==> config.mk <==
export PLATFORM = sky130hd
export DESIGN_NAME = binary_to_decimal_ascii_unit
export DESIGN_NICKNAME = d
export VERILOG_FILES = /design/src/bda_pkg.sv /design/src/bda_ctrl.sv /design/src/bda_dp.sv /design/src/binary_to_decimal_ascii_unit.sv
export SDC_FILE = /design/constraint.sdc
export NUM_CORES = 1
export LEC_CHECK = 0
export ABC_CLOCK_PERIOD_IN_PS = 2800
export BUFFER_PORTS_ARGS = -buffer_cell sky130_fd_sc_hd__buf_4
export CORE_UTILIZATION = 55
export CTS_BUF_LIST = sky130_fd_sc_hd__clkbuf_4 sky130_fd_sc_hd__clkbuf_8
export DETAILED_ROUTE_END_ITERATION = 12
export HOLD_SLACK_MARGIN = 0.05
export PLACE_DENSITY_LB_ADDON = 0.08
export SETUP_SLACK_MARGIN = 0.2
export SLEW_MARGIN = 5
export SYNTH_ARGS = -nofsm -noshare
export SYNTH_HDL_FRONTEND = slang
export SYNTH_SLANG_ARGS = --single-unit
==> constraint.sdc <==
create_clock -name clk_i -period 2.8 [get_ports clk_i]
set_input_delay 0.7 -clock clk_i [delete_from_list [all_inputs] [get_ports clk_i]]
set_output_delay 0.7 -clock clk_i [all_outputs]
set_load 0.02 [all_outputs]
==> src/bda_pkg.sv <==
// ----------------------------------------------------------------------------
// Binary to decimal ASCII package
// Constants and control/status types shared by the converter's modules.
// ----------------------------------------------------------------------------
package bda_pkg;

  localparam int unsigned VALUE_BITS = 31;
  localparam int unsigned MAX_DIGITS = 10;
  localparam int unsigned IN_W       = 32;
  localparam int unsigned BCD_W      = 4 * MAX_DIGITS;
  localparam int unsigned BIT_CNT_W  = $clog2(VALUE_BITS);
  localparam int unsigned DIG_CNT_W  = $clog2(MAX_DIGITS + 1);
  localparam int unsigned CHAR_W     = 6;
  localparam int unsigned OUT_DATA_W = 8;

  localparam logic [CHAR_W-1:0] ASCII_ZERO = CHAR_W'(48);

  typedef enum logic [3:0] {
    ST_IDLE = 4'b0001,
    ST_CONV = 4'b0010,
    ST_SKIP = 4'b0100,
    ST_EMIT = 4'b1000
  } bda_state_e;

  typedef struct packed {
    logic load;
    logic step;
    logic skip;
    logic emit;
  } bda_cmd_t;

  typedef struct packed {
    logic in_neg;
    logic conv_done;
    logic top_zero;
    logic one_left;
    logic neg;
    logic out_free;
  } bda_status_t;

endpackage

==> src/bda_ctrl.sv <==
// ----------------------------------------------------------------------------
// Binary to decimal ASCII controller
// One-hot state machine sequencing load, conversion, zero skip and emission.
// ----------------------------------------------------------------------------
module bda_ctrl (
  input  logic                clk_i,
  input  logic                rst_ni,
  input  logic                in_valid_i,
  output logic                in_ready_o,
  input  bda_pkg::bda_status_t status_i,
  output bda_pkg::bda_cmd_t   cmd_o
);

  bda_pkg::bda_state_e state_q, state_d;

  always_ff @(posedge clk_i or negedge rst_ni) begin
    if (!rst_ni) begin
      state_q <= bda_pkg::ST_IDLE;
    end else begin
      state_q <= state_d;
    end
  end

  always_comb begin
    state_d    = state_q;
    cmd_o      = '0;
    in_ready_o = 1'b0;
    unique case (state_q)
      bda_pkg::ST_IDLE: begin
        in_ready_o = 1'b1;
        if (in_valid_i) begin
          cmd_o.load = 1'b1;
          state_d    = status_i.in_neg ? bda_pkg::ST_EMIT : bda_pkg::ST_CONV;
        end
      end
      bda_pkg::ST_CONV: begin
        cmd_o.step = 1'b1;
        if (status_i.conv_done) begin
          state_d = bda_pkg::ST_SKIP;
        end
      end
      bda_pkg::ST_SKIP: begin
        if (status_i.top_zero && !status_i.one_left) begin
          cmd_o.skip = 1'b1;
        end else begin
          state_d = bda_pkg::ST_EMIT;
        end
      end
      bda_pkg::ST_EMIT: begin
        if (status_i.out_free) begin
          cmd_o.emit = 1'b1;
          if (status_i.neg || status_i.one_left) begin
            state_d = bda_pkg::ST_IDLE;
          end
        end
      end
      default: begin
        state_d = bda_pkg::ST_IDLE;
      end
    endcase
  end

endmodule

==> src/bda_dp.sv <==
// ----------------------------------------------------------------------------
// Binary to decimal ASCII datapath
// Shift-and-add-3 converter, digit shifter and output word register.
// ----------------------------------------------------------------------------
module bda_dp (
  input  logic                                  clk_i,
  input  logic                                  rst_ni,
  input  logic [bda_pkg::IN_W-1:0]              in_data_i,
  input  bda_pkg::bda_cmd_t                     cmd_i,
  output bda_pkg::bda_status_t                  status_o,
  output logic                                  out_valid_o,
  input  logic                                  out_ready_i,
  output logic [bda_pkg::CHAR_W-1:0]            out_char_o,
  output logic                                  out_last_o,
  output logic                                  out_nodig_o
);

  logic [bda_pkg::VALUE_BITS-1:0] shift_q, shift_d;
  logic [bda_pkg::BCD_W-1:0]      bcd_q, bcd_d, bcd_adj;
  logic [bda_pkg::BIT_CNT_W-1:0]  bit_cnt_q, bit_cnt_d;
  logic [bda_pkg::DIG_CNT_W-1:0]  dig_cnt_q, dig_cnt_d;
  logic                           neg_q, neg_d;
  logic                           out_valid_q, out_valid_d;
  logic [bda_pkg::CHAR_W-1:0]     out_char_q, out_char_d;
  logic                           out_last_q, out_last_d;
  logic                           out_nodig_q, out_nodig_d;
  logic [3:0]                     top_nib;

  assign top_nib = bcd_q[bda_pkg::BCD_W-1 -: 4];

  always_comb begin
    for (int i = 0; i < bda_pkg::MAX_DIGITS; i++) begin
      bcd_adj[4*i +: 4] = (bcd_q[4*i +: 4] >= 4'd5) ? bcd_q[4*i +: 4] + 4'd3
                                                    : bcd_q[4*i +: 4];
    end
  end

  always_comb begin
    shift_d     = shift_q;
    bcd_d       = bcd_q;
    bit_cnt_d   = bit_cnt_q;
    dig_cnt_d   = dig_cnt_q;
    neg_d       = neg_q;
    out_valid_d = out_valid_q & ~out_ready_i;
    out_char_d  = out_char_q;
    out_last_d  = out_last_q;
    out_nodig_d = out_nodig_q;
    if (cmd_i.load) begin
      shift_d   = in_data_i[bda_pkg::VALUE_BITS-1:0];
      bcd_d     = '0;
      bit_cnt_d = '0;
      dig_cnt_d = bda_pkg::DIG_CNT_W'(bda_pkg::MAX_DIGITS);
      neg_d     = in_data_i[bda_pkg::IN_W-1];
    end
    if (cmd_i.step) begin
      shift_d   = {shift_q[bda_pkg::VALUE_BITS-2:0], 1'b0};
      bcd_d     = {bcd_adj[bda_pkg::BCD_W-2:0], shift_q[bda_pkg::VALUE_BITS-1]};
      bit_cnt_d = bit_cnt_q + 1'b1;
    end
    if (cmd_i.skip || cmd_i.emit) begin
      bcd_d     = {bcd_q[bda_pkg::BCD_W-5:0], 4'd0};
      dig_cnt_d = dig_cnt_q - 1'b1;
    end
    if (cmd_i.emit) begin
      out_valid_d = 1'b1;
      out_char_d  = neg_q ? '0 : bda_pkg::ASCII_ZERO + {2'b00, top_nib};
      out_last_d  = neg_q | status_o.one_left;
      out_nodig_d = neg_q;
    end
  end

  always_ff @(posedge clk_i or negedge rst_ni) begin
    if (!rst_ni) begin
      bit_cnt_q   <= '0;
      dig_cnt_q   <= '0;
      neg_q       <= 1'b0;
      out_valid_q <= 1'b0;
    end else begin
      bit_cnt_q   <= bit_cnt_d;
      dig_cnt_q   <= dig_cnt_d;
      neg_q       <= neg_d;
      out_valid_q <= out_valid_d;
    end
  end

  always_ff @(posedge clk_i) begin
    shift_q     <= shift_d;
    bcd_q       <= bcd_d;
    out_char_q  <= out_char_d;
    out_last_q  <= out_last_d;
    out_nodig_q <= out_nodig_d;
  end

  assign status_o.in_neg    = in_data_i[bda_pkg::IN_W-1];
  assign status_o.conv_done = (bit_cnt_q == bda_pkg::BIT_CNT_W'(bda_pkg::VALUE_BITS - 1));
  assign status_o.top_zero  = (top_nib == 4'd0);
  assign status_o.one_left  = (dig_cnt_q == bda_pkg::DIG_CNT_W'(1));
  assign status_o.neg       = neg_q;
  assign status_o.out_free  = ~out_valid_q | out_ready_i;

  assign out_valid_o = out_valid_q;
  assign out_char_o  = out_char_q;
  assign out_last_o  = out_last_q;
  assign out_nodig_o = out_nodig_q;

endmodule

==> src/binary_to_decimal_ascii_unit.sv <==
// ----------------------------------------------------------------------------
// Binary to decimal ASCII unit
// Converts a signed 32-bit integer into its ASCII decimal digits.
// ----------------------------------------------------------------------------
// Each accepted word is a signed integer. A non-negative value produces its
// decimal digits as ASCII words, most significant first, without leading
// zeros, with tlast on the final digit; zero gives a single '0'. A negative
// value produces one word with tuser set and tdata zero. Only the low 31 bits
// are converted. A non-negative item is accepted, runs the shift-and-add-3
// conversion over those 31 bits, shifts out each suppressed leading zero,
// passes a state that starts emission and then emits its digits, where the
// suppressed zeros and the digits always add up to ten. A negative item goes
// from accept straight to emission. A stalled sink adds its wait to every
// emitted word. A new word is accepted once the last digit of the previous
// one sits in the output register.
// ----------------------------------------------------------------------------
module binary_to_decimal_ascii_unit (
  input  logic        clk_i,
  input  logic        rst_ni,
  input  logic        s_axis_tvalid_i,
  output logic        s_axis_tready_o,
  input  logic [31:0] s_axis_tdata_i,   // [31:0] number_in
  output logic        m_axis_tvalid_o,
  input  logic        m_axis_tready_i,
  output logic [7:0]  m_axis_tdata_o,   // [5:0] digit_char, [7:6] zero
  output logic        m_axis_tlast_o,
  output logic        m_axis_tuser_o    // [0] no_digits
);

  bda_pkg::bda_cmd_t              cmd;
  bda_pkg::bda_status_t           status;
  logic [bda_pkg::CHAR_W-1:0]     out_char;

  bda_ctrl u_ctrl (
    .clk_i      (clk_i),
    .rst_ni     (rst_ni),
    .in_valid_i (s_axis_tvalid_i),
    .in_ready_o (s_axis_tready_o),
    .status_i   (status),
    .cmd_o      (cmd)
  );

  bda_dp u_dp (
    .clk_i       (clk_i),
    .rst_ni      (rst_ni),
    .in_data_i   (s_axis_tdata_i),
    .cmd_i       (cmd),
    .status_o    (status),
    .out_valid_o (m_axis_tvalid_o),
    .out_ready_i (m_axis_tready_i),
    .out_char_o  (out_char),
    .out_last_o  (m_axis_tlast_o),
    .out_nodig_o (m_axis_tuser_o)
  );

  assign m_axis_tdata_o = {{(bda_pkg::OUT_DATA_W - bda_pkg::CHAR_W){1'b0}}, out_char};

endmodule
---- After elaboration in Yosys (flattened, before gate mapping) ----
Index checks and enable logic that the tools add are counted.
operators by class
  equality and inequality tests ........... 11
  add/subtract/negate cells ............... 13
  magnitude comparators ................... 10
  reduce and logical (&&, ||, !) cells .... 9
  multiplexer cells ....................... 35
  bitwise operators ....................... 5
operators by type and width
  cell                                                                count
  two-way mux 40 bit                                                  3
  two-way mux 4 bit                                                   17
  two-way mux 31 bit                                                  2
  greater-or-equal comparator 4 x 3 -> 1 bit (second input constant)  10
  adder 4 x 2 -> 4 bit (second input constant)                        9
  one-hot mux 4 bit (4 select lines)                                  1
  two-way mux 5 bit                                                   2
  two-way mux 1 bit                                                   9
  equality test 4 x 1 -> 1 bit (second input constant)                2
  inequality test 2 bit (second input constant)                       4
  adder 5 x 5 -> 6 bit (first input constant)                         1
  adder 5 x 1 -> 5 bit (second input constant)                        1
  equality test 5 bit (second input constant)                         1
  AND reduction 5 bit                                                 1
  equality test 4 x 2 -> 1 bit (second input constant)                1
  equality test 4 x 3 -> 1 bit (second input constant)                1
  equality test 4 bit (second input constant)                         1
  logical NOT 4 bit                                                   1
  nonzero test 2 bit                                                  2
  subtractor 4 x 1 -> 4 bit (second input constant)                   1
  adder 3 x 2 -> 3 bit (second input constant)                        1
  two-way mux 3 bit                                                   1
  nonzero test 3 bit                                                  1
  logical OR 1 bit                                                    2
  other kinds (6)                                                     8
storage, ports and cells
  output and inout bits ................... 12
  bits in registers ....................... 94
  word-level logic and storage cells ...... 95

---- Depth between registers and ports, before layout ----
Gate-level depths: netlist of the first run.
  word-level depth ........................ 7
  depth in mapped cells ................... 7
  depth with buffers taken out ............ 6

---- By module ----
A second synthesis of the first run with hierarchy kept.
unflattened totals
  cell total of the unflattened synthesis .. 421
  area total of the unflattened synthesis .. 5066.1 um^2
modules (own cells, without submodules)
  module                        cells an instance  times used  seq. area each (um^2)  area an instance (um^2)
  bda_dp                        384                1           2567.5                 4707.0
  bda_ctrl                      34                 1           101.3                  340.3
  binary_to_decimal_ascii_unit  3                  1           0.0                    18.8

---- Least setup slack after synthesis of the first run ----
No wires, ideal clock.
  kind .................................... register to register
  start ................................... register u_dp.bcd_q[36] (netlist name)
  end ..................................... register u_dp.bcd_q[10] (netlist name), enable pin
  slack ................................... 49 ps
  clock period less this slack ............ 2751 ps
  required time ........................... 2406 ps
  path buffers ............................ 0
  library setup time ...................... 394 ps
  cell stages (with the launch flop) ...... 6
  data arrival time ....................... 2357 ps
  cells stage by stage .................... edfxtp_1 -> inv_1 -> ha_1 -> or3b_2 -> o32ai_4 -> or3_1
between the ends
  longest elaborated chain between the ends .. 6
RTL lines
  item                          RTL line        source
  start, declared               bda_dp.sv:19    logic [bda_pkg::BCD_W-1:0] bcd_q, bcd_d, bcd_adj;
  start signal, assigned        bda_dp.sv:88    bcd_q <= bcd_d;
  logical NOT 4 bit             bda_dp.sv:96    assign status_o.top_zero = (top_nib == 4'd0);
  logical AND 1 bit             bda_ctrl.sv:43  if (status_i.top_zero && !status_i.one_left) begin
  two-way mux 1 bit             bda_ctrl.sv:43
  two-way mux 1 bit             bda_ctrl.sv:28  unique case (state_q)
  logical OR 1 bit              bda_dp.sv:60    if (cmd_i.skip || cmd_i.emit) begin
  nonzero test 3 bit (no line)  n/a
Every way passes these cells.
A chain may end at the register's enable or synchronous reset.

---- Worst setup path in the final report of the first run ----
  start ................................... register u_ctrl.state_q[0]
  end ..................................... output s_axis_tready_o
between the ends
  longest elaborated chain between the ends .. 2
RTL lines
  item                          RTL line                            source
  start, declared               bda_ctrl.sv:14                      bda_pkg::bda_state_e state_q, state_d;
  start signal, assigned        bda_ctrl.sv:18                      state_q <= bda_pkg::ST_IDLE;
  start signal, assigned        bda_ctrl.sv:20                      state_q <= state_d;
  equality test 4 x 1 -> 1 bit  bda_ctrl.sv:28
  two-way mux 1 bit             bda_ctrl.sv:28
  end, declared                 binary_to_decimal_ascii_unit.sv:21  output logic s_axis_tready_o,
Every way passes these cells.

==> summary.txt, run 1 <==
Drt
  – DRT Pass-1 Iters: 4
  – WL/cell: 15.3 microns
  – Initial DRC Count: 142
  – Drt via density: 5.74
  – Antenna-violating nets left: 0
  – Via count: 3301
  – # DRC: 0
  – Total wire length: 8.80 mm

Clocking
  – Hold bufs inserted after CTS: 0
  – Number of clock sinks: 93
  – H-tree levels: 3
  – Maximum clock path buffer count: 2
  – CTS root buffer: clkbuf_8
  – Worst-path clk slew: 0.10 ns
  – Post-CTS sizing: 0
  – Setup Fix Bufs, Post-CTS: 0
  – Num CTS Buffers: 9
  – TritonCTS clock tree: yes
  – Clk Latency, worst-skew pair: 0.37 ns

Power and ir drop
  – Internal power: 3.58 mW
  – PD cells: 1020 nW/um^2
  – Sw Share: 36.5%
  – Net switching power: 2.05 mW
  – Clock power share: 18.0%
  – Sequential power share: 46.5%
  – Comb pwr share: 35.5%
  – Leak: 2.15 nW
  – Maximum VDD drop: 0.000435 V

Synthesis
  – Area leader, netlist: edfxtp_1
  – FF+latch count, synth: 93
  – Post-synthesis cell count: 421
  – Synth Area in XOR/XNOR: 2.53%
  – Synth top area share: 45.3%
  – Top FF cell, synth: edfxtp_1
  – Post-synthesis simple-gate area fraction: 11.6%
  – Library cells used by synthesis: 44
  – Post-synth EDFFs: 73
  – Adder-Cell Fraction of Synth Area: 6.47%
  – Post-synth ARST share: 16.1%
  – Avg Inst Size Synth: 11.5 sq um
  – Largest family of logic cells by synthesized area: compound AO/OA/AOI/OAI gates
  – Cell area after synthesis: 4840 sq um
  – Post-synthesis mux area share: 2.07%
  – Most common cell in the netlist: edfxtp_1
  – Post-synth top cells: edfxtp_1 (73), o21ai_0 (45), a22o_1 (39), nand2_1 (39), a21oi_1 (31)
  – Synth Area in Compound Gates: 17.6%
  – Area contributors post-synth: edfxtp_1 (45%), dfrtp_1 (7.2%), a22o_1 (7.1%), ha_1 (6.5%), o21ai_0 (4.7%)
  – Register area share after synthesis: 55.2%
  – Yosys warnings: 0

Setup path
  – Worst-path cell chain: or4b_1 > inv_2 > buf_4
  – Worst-path fanout max: 6
  – Max incr delay on CP: 0.60 ns
  – Crit path kind: reg2out
  – Worst Reg2Reg Path Length in Cells: 7
  – Slowest-stage cell, CP: dfstp_2
  – FF-to-FF setup slack: 0.39 ns
  – WP data arrival: 1.77 ns
  – Startpoint Class: register
  – Worst path required time: 2.10 ns
  – Crit path capture type: output port

STA
  – Hold WS: 0.168 ns
  – RSZ-0062 raised after global routing: false
  – Fmax: 405 MHz
  – Final hold vios: 0
  – Post-route minimum period: 2.47 ns
  – Fin crit share: 88.2%
  – Fin. max-slew vios: 0
  – Worst clock skew: 0.0191 ns
  – Slew @ Worst Pin: 0.578 ns
  – Setup tns final: 0 ns
  – Final setup fails: 0
  – Max_slew headroom: 61.3%

Die
  – Row count: 33
  – Initial Util: 57.7%
  – Total die area: 9170 sq um
  – Die H: 95.8 microns
  – Die Span X: 95.8 microns
  – Boundary Pins: 48
  – Core ar.: 8380 sq um

Global route
  – Antenna violations before repair: 0
  – Largest net degree at the start of global routing: 52
  – GRT overflow: 0
  – Number of global-route vias before repair: 3109
  – Global-route wire length before repair: 14.3 mm
  – Total track usage: 20.3%

Placement
  – Gpl congestion: 0.773
  – Placed cell area: 5260 sq um
  – Inst Count DP: 559
  – Input/output buffers: 45
  – Final HPWL DP: 5.82 mm

Layout
  – Post-route cell area: 5490 sq um
  – Layout area overhead: 13.6%
  – Register area: 2670 sq um
  – Area of the multi-input gates: 1970 sq um
  – Antenna diodes: 0
  – Fillers: 648
  – Cell Count, Final, Fillers Out: 575
  – Fraction of layout cells with a size suffix above 1: 16.2%
  – Total Nets Final: 526

Run status
  – Status: completed

Job
  – Max Cap Viol: 0

Worst hold path
  – Min-delay worst type: in2async
[placed cells by master (no fill, tap or decap), types with 5 or more instances in the layout]
master | Yosys | final
dfxtp_1 | 5 | 5
inv_1 | 27 | 27
mux2i_1 | 10 | 10
xnor2_1 | 10 | 10
ha_1 | 25 | 25
buf_4 | 7 | 51
dfrtp_1 | 14 | 14
a21oi_1 | 31 | 31
edfxtp_1 | 73 | 73
clkbuf_8 | 0 | 9
o21ai_0 | 45 | 45
nand3_1 | 6 | 6
nor2_1 | 7 | 7
nand2b_1 | 12 | 12
nand2_1 | 39 | 39
nor3b_1 | 16 | 16
a22o_1 | 39 | 39
[final timing paths]
path / start / endpoint
max: u_ctrl.state_q[0] / s_axis_tready_o
min: rst_ni / u_dp.bit_cnt_q[1]
max reg2reg: u_dp.bcd_q[36] / u_dp.bcd_q[1]
min reg2reg: u_dp.shift_q[30] / u_dp.bcd_q[0]
max in group asynchronous: rst_ni / u_ctrl.state_q[0]
min in group clk_i: u_dp.shift_q[30] / u_dp.bcd_q[0]
[routing by layer]
| layer | wire length (microns) | vias to the layer above | global-route usage [%] |
|---|---|---|---|
| li1 | - | 1637 | - |
| met1 | 4130 | 1603 | 27.0 |
| met2 | 4340 | 52 | 33.9 |
| met3 | 208 | 9 | 2.84 |
| met4 | 125 | 0 | 7.71 |
| met5 | 0 | - | 0 |
[layout make-up]
class	instances	share of cell area, %
flip-flops and latches	93	48.6
multi-input cells	281	35.8
repair buffers	52	7.18
clock buffers	10	2.39
well taps	105	2.39
inverters	28	1.91
clock inverters	6	1.71
[worst max-delay path, delay by kind of cell, from the launching register on]
family | cells | cell delay (ns)
buffers and inverters | 2 | 0.28
DFF | 1 | 0.60
and+or+nand+nor | 1 | 0.52
[registers in the layout (all words and copies together), names as in the netlist, 4 cells and up]
signal and count:
u_dp.bcd_q 40, u_dp.shift_q 31, u_dp.bit_cnt_q 5, u_dp.out_char_o 5, u_ctrl.state_q 4, u_dp.dig_cnt_q 4
[kinds of logic (layout without fill, tap and decap cells)]
logic type | count (synthesis) | after routing
other | 1 | 2
flip-flops | 93 | 93
AO/OA/AOI/OAI | 129 | 129
XOR/XNOR | 14 | 14
buffers and inverters | 48 | 96
AND/OR/NAND/NOR | 101 | 101
adder cells (fa/ha/maj) | 25 | 25
multiplexers | 10 | 10
[through the flow]
step	setup WS (ns)	total power [mW]	utilization (%)
after floorplan	0.386	4.08	-
after global routing	0.227	6.02	65.5
after CTS	0.202	5.67	65.4
final	0.331	5.63	65.5
after global placement	0.276	4.55	62.8
after detailed placement	0.225	4.64	62.8
[power by group through the flow]
stage	clock network, mW	registers [mW]	logic (mW)
floorplan	0	2.54	1.55
global placement	0	2.62	1.92
detailed placement	0	2.64	2.00
CTS	1.03	2.62	2.02
global route	1.08	2.69	2.25
finish	1.01	2.62	2.00
Power figures use the tool's default switching activity.
==> inputs of run 2 (changes only) <==
Settings changed: SETUP_SLACK_MARGIN 0.2 to 0.5, SLEW_MARGIN 5 to 10.
==> run 2 against run 1 <==
  * Clock-buffer cell count increased by 2
  * Sequential share of layout area shrank 0.78 points
  * Via count up 2.2%
  * Largest cell class unchanged
  * Maximum frequency grew 7.5%
  * Critical path type unchanged
  * Cell area increased by 1.7%
==> summary.txt, run 2 (synthesized netlist as in run 1, its figures left out) <==
Run status
  – Status: completed

STA
  – Max_slew headroom: 47.4%
  – Slew @ Worst Pin: 0.789 ns
  – Fmax: 436 MHz
  – Post-route minimum period: 2.30 ns
  – Setup tns final: 0 ns
  – Fin crit share: 82.0%
  – Hold WS: 0.192 ns
  – Worst clock skew: 0.0129 ns
  – Fin. max-slew vios: 0
  – Final setup fails: 0
  – RSZ-0062 raised after global routing: true
  – Final hold vios: 0

Layout
  – Cell Count, Final, Fillers Out: 582
  – Total Nets Final: 533
  – Antenna diodes: 0
  – Max reg flops: 40
  – Layout area overhead: 15.5%
  – Fillers: 659
  – Fraction of layout cells with a size suffix above 1: 18.7%
  – Most frequent cells in the layout: edfxtp_1 (73), buf_4 (53), o21ai_0 (45)
  – Commonest non-fill, non-tap cell in the layout: edfxtp_1
  – Final Core Density: 66.7%
  – Largest Register: u_dp.bcd_q
  – Top flop regs: u_dp.bcd_q: 40 flops, u_dp.shift_q: 31 flops

Clocking
  – CTS root buffer: clkbuf_8
  – Num CTS Buffers: 9
  – TritonCTS clock tree: yes
  – Clk Latency, worst-skew pair: 0.35 ns
  – H-tree levels: 3
  – Number of clock sinks: 93
  – Worst-path clk slew: 0.09 ns
  – Hold bufs inserted after CTS: 0
  – Maximum clock path buffer count: 2

Global route
  – Largest net degree at the start of global routing: 51
  – Number of global-route vias before repair: 3276
  – Total track usage: 21.8%
  – Global-route wire length before repair: 15.1 mm
  – Antenna violations before repair: 0
  – GRT overflow: 0

Setup path
  – FF-to-FF setup slack: 0.55 ns
  – WP data arrival: 1.60 ns
  – Worst path required time: 2.10 ns
  – Crit path kind: reg2out
  – Crit path capture type: output port
  – Startpoint Class: register
  – Worst-path fanout max: 6

Die
  – Die Span X: 95.8 microns
  – Total die area: 9170 sq um
  – Die H: 95.8 microns
  – Row count: 33
  – Boundary Pins: 48
  – Core ar.: 8380 sq um
  – Initial Util: 57.7%

Drt
  – DRT Pass-1 Iters: 4
  – Total wire length: 9.46 mm
  – Initial DRC Count: 162
  – WL/cell: 16.2 microns
  – # DRC: 0
  – Via count: 3372
  – Drt via density: 5.79
  – Antenna-violating nets left: 0

Placement
  – Inst Count DP: 558
  – Input/output buffers: 45
  – Gpl congestion: 0.759
  – Final HPWL DP: 6.14 mm

Power and ir drop
  – Maximum VDD drop: 0.000504 V
  – Leak: 2.19 nW
  – PD cells: 1040 nW/um^2

Job
  – Max Cap Viol: 0

Worst hold path
  – Min-delay worst type: in2async
==> run 2: critical path, stage by stage (launching register included) <==
cell and delay [ns]:
dfrtp_2 0.45, or4b_4 0.58, inv_4 0.10, buf_6 0.12
==> run 2: worst paths after layout <==
path	start	cells past startpoint	to
worst max register to register	u_ctrl.state_q[1]	6	u_dp.dig_cnt_q[3]
min in group clk_i	u_dp.shift_q[30]	2	u_dp.bcd_q[0]
worst max-delay path	u_ctrl.state_q[1]	3	s_axis_tready_o
worst min register to register	u_dp.shift_q[30]	2	u_dp.bcd_q[0]
max in group asynchronous	rst_ni	1	u_ctrl.state_q[0]
worst min-delay path	rst_ni	1	u_dp.bit_cnt_q[4]
==> run 2: through the flow <==
step | instance area, sq um | power, mW | setup slack [ns]
after floorplan | 4850 | 4.09 | 0.565
after global placement | 5260 | 4.56 | 0.465
after detailed placement | 5260 | 4.67 | 0.395
after CTS | 5540 | 5.81 | 0.459
after global routing | 5590 | 6.21 | 0.442
final | 5590 | 5.82 | 0.504
==> run 2: cell type report <==
| cell class | count | area [sq um] | share of cell area [%] |
|---|---|---|---|
| Multi-Input combinational cell | 283 | 2000 | 35.7 |
| Tap cell | 105 | 131 | 2.35 |
| Clock inverter | 4 | 71.3 | 1.28 |
| Clock buffer | 12 | 146 | 2.62 |
| Inverter | 28 | 111 | 1.99 |
| Sequential cell | 93 | 2670 | 47.8 |
| Timing Repair Buffer | 57 | 460 | 8.24 |
==> run 2: report_power, final <==
part	internal [mW]	total, mW	leakage [nW]	switching (mW)
combinational	0.962	2.21	1.14	1.25
clock	0.533	0.984	0.115	0.451
sequential	2.22	2.62	0.934	0.402
==> run 2: per-layer routing <==
metal	global-route usage, %	vias up	wire length [microns]
li1	-	1655	-
met1	28.2	1636	4330
met2	36.7	70	4670
met3	4.19	11	366
met4	7.59	0	95
met5	0	-	0
==> run 2: timing repair <==
item / in CTS / in global routing
pin swaps: 2 / 3
gates resized for setup: 3 / 6
setup buffers: 3 / 3
cloned: 1 / 1
endpoints found under the setup margin: 37 / 63
==> inputs of run 3 (changes only) <==
Settings changed: ABC_CLOCK_PERIOD_IN_PS 2800 to 1900.
Clock period 2.8 ns to 1.9 ns, I/O delays scaled along.
==> run 3 against run 2 <==
  * The flow now finishes with violations (negative setup slack)
  * Combinational power increased to 3.1 times the previous value
  * Critical path depth increased by 5
  * Via count increased by 28%
  * Worst setup slack got worse by 0.99 ns
  * Non-clock buffer count increased by 81
  * Final cell count increased by 14%
  * Power increased by 110%
  * Cell area increased by 30%
  * Die area unchanged
  * Register-to-register slack got worse by 1.0 ns
  * Clock-buffer cell count decreased by 2
==> summary.txt, run 3 (synthesized netlist as in run 1, its figures left out) <==
Run status
  – Status: complete, but fails checks
  – Failing checks: negative setup slack

Global route
  – Met2 Usage GRT: 52.6%
  – Met3 usage: 6.40%
  – Met1 Track Usage GR: 37.2%
  – Total track usage: 30.9%
  – Global-route wire length before repair: 20.8 mm
  – Largest net degree at the start of global routing: 24
  – Antenna violations before repair: 0
  – GRT Max-Usage Layer: met2
  – Number of global-route vias before repair: 4009
  – GRT overflow: 0

Drt
  – Antenna-violating nets left: 0
  – Initial DRC Count: 337
  – Drt via density: 6.54
  – DRT Pass-1 Iters: 5
  – # DRC: 0
  – WL/cell: 25.5 microns
  – Total wire length: 16.8 mm
  – Via count: 4325

STA
  – Worst setup margin: -0.484 ns
  – Fmax: 419 MHz
  – Setup tns final: -36.80 ns
  – Worst clock skew: 0.00818 ns
  – Max_slew headroom: 56.3%
  – Final hold vios: 0
  – Fin crit share: 125%
  – Slew @ Worst Pin: 0.655 ns
  – Post-route minimum period: 2.38 ns
  – Fin. max-slew vios: 0
  – RSZ-0062 raised after global routing: true
  – Final setup fails: 145
  – Hold WS: 0.341 ns

Layout
  – Layout area overhead: 50.6%
  – Commonest non-fill, non-tap cell in the layout: edfxtp_1
  – Fraction of layout cells with a size suffix above 1: 44.2%
  – Register area: 2670 sq um
  – Final Core Density: 86.9%
  – Top flop regs: u_dp.bcd_q: 40 flops, u_dp.shift_q: 31 flops
  – Fillers: 337
  – Antenna diodes: 0
  – Largest Register: u_dp.bcd_q
  – Area of the multi-input gates: 2440 sq um
  – Max reg flops: 40
  – Most frequent cells in the layout: edfxtp_1 (73), buf_4 (60), buf_6 (43)
  – Total Nets Final: 612

Die
  – Row count: 33
  – Initial Util: 57.7%
  – Core ar.: 8380 sq um
  – Total die area: 9170 sq um
  – Boundary Pins: 48
  – Die H: 95.8 microns
  – Die Span X: 95.8 microns

Job
  – Max Cap Viol: 0

Setup path
  – WP data arrival: 2.52 ns
  – Worst path required time: 2.04 ns
  – Startpoint Class: register
  – Crit path kind: reg2reg
  – Crit path capture type: register
  – Worst-path fanout max: 4

Clocking
  – TritonCTS clock tree: yes
  – H-tree levels: 3
  – Worst-path clk slew: 0.09 ns
  – Maximum clock path buffer count: 2
  – Num CTS Buffers: 9
  – CTS root buffer: clkbuf_8
  – Clk Latency, worst-skew pair: 0.37 ns
  – Number of clock sinks: 93

Power and ir drop
  – Leak: 3.05 nW
  – Maximum VDD drop: 0.000834 V
  – PD cells: 1680 nW/um^2

Worst hold path
  – Min-delay worst type: in2reg

Placement
  – Final HPWL DP: 6.54 mm
  – Gpl congestion: 0.813
  – Input/output buffers: 45
run 3: routing by layer:
layer / wire [microns] / share of wire, % / vias up
li1: - / - / 1816
met1: 6080 / 36 / 2126
met2: 8530 / 51 / 304
met3: 1370 / 8.1 / 79
met4: 848 / 5.0 / 0
met5: 0 / 0 / -
run 3: power by group:
part	total (mW)	internal [mW]	switching (mW)
combinational	6.75	3.52	3.23
clock	1.41	0.636	0.771
sequential	4.04	3.27	0.772
total	12.2	7.43	4.77
run 3: per-stage QoR:
stage	total power, mW	cell area, sq um	cells	setup slack, ns
2_1_floorplan	6.13	4900	422	-0.191
3_3_place_gp	7.30	5560	584	-0.0536
3_5_place_dp	7.47	5560	584	-0.0717
4_1_cts	10.6	6720	648	-0.277
5_1_grt	12.6	7280	661	-0.483
6_report	12.2	7280	661	-0.484
run 3: timing repair:
| action | 4_1_cts | 5_1_grt |
|---|---|---|
| hold buffers | 1 | 0 |
| setup endpoints to repair | 165 | 170 |
| cloned | 14 | 2 |
| resized for setup | 94 | 109 |
| hold endpoints to repair | 14 | 0 |
| buffers inserted | 33 | 11 |
| pin swaps | 22 | 21 |
run 3: worst paths after layout:
path	startpoint	to	slack, ns	cells after the start
min	s_axis_tdata_i[31]	u_ctrl.state_q[1]	0.34	2
max reg2reg	u_ctrl.state_q[1]	u_dp.bcd_q[36]	-0.48	8
max in group asynchronous	rst_ni	u_ctrl.state_q[0]	1.10	2
min reg2reg	u_dp.shift_q[0]	u_dp.shift_q[0]	0.50	2
min in group asynchronous	rst_ni	u_dp.out_valid_o	0.53	2
max	u_ctrl.state_q[1]	u_dp.bcd_q[36]	-0.48	8
run 3: worst max-delay path, stage by stage (launching register included):
cell and delay (ns):
dfrtp_1 0.42, buf_6 0.14, or4b_4 0.57, o32ai_4 0.31, buf_6 0.19, buf_12 0.11, buf_8 0.11, a41oi_2 0.06
o32ai_2 0.24
run 3: layout make-up:
class	count	area share, %
Clock buffer	10	1.80
Clock inverter	6	0.996
Inverter	28	1.56
Multi-Input combinational cell	281	33.5
Sequential cell	93	36.6
Tap cell	105	1.80
Timing Repair Buffer	138	23.7
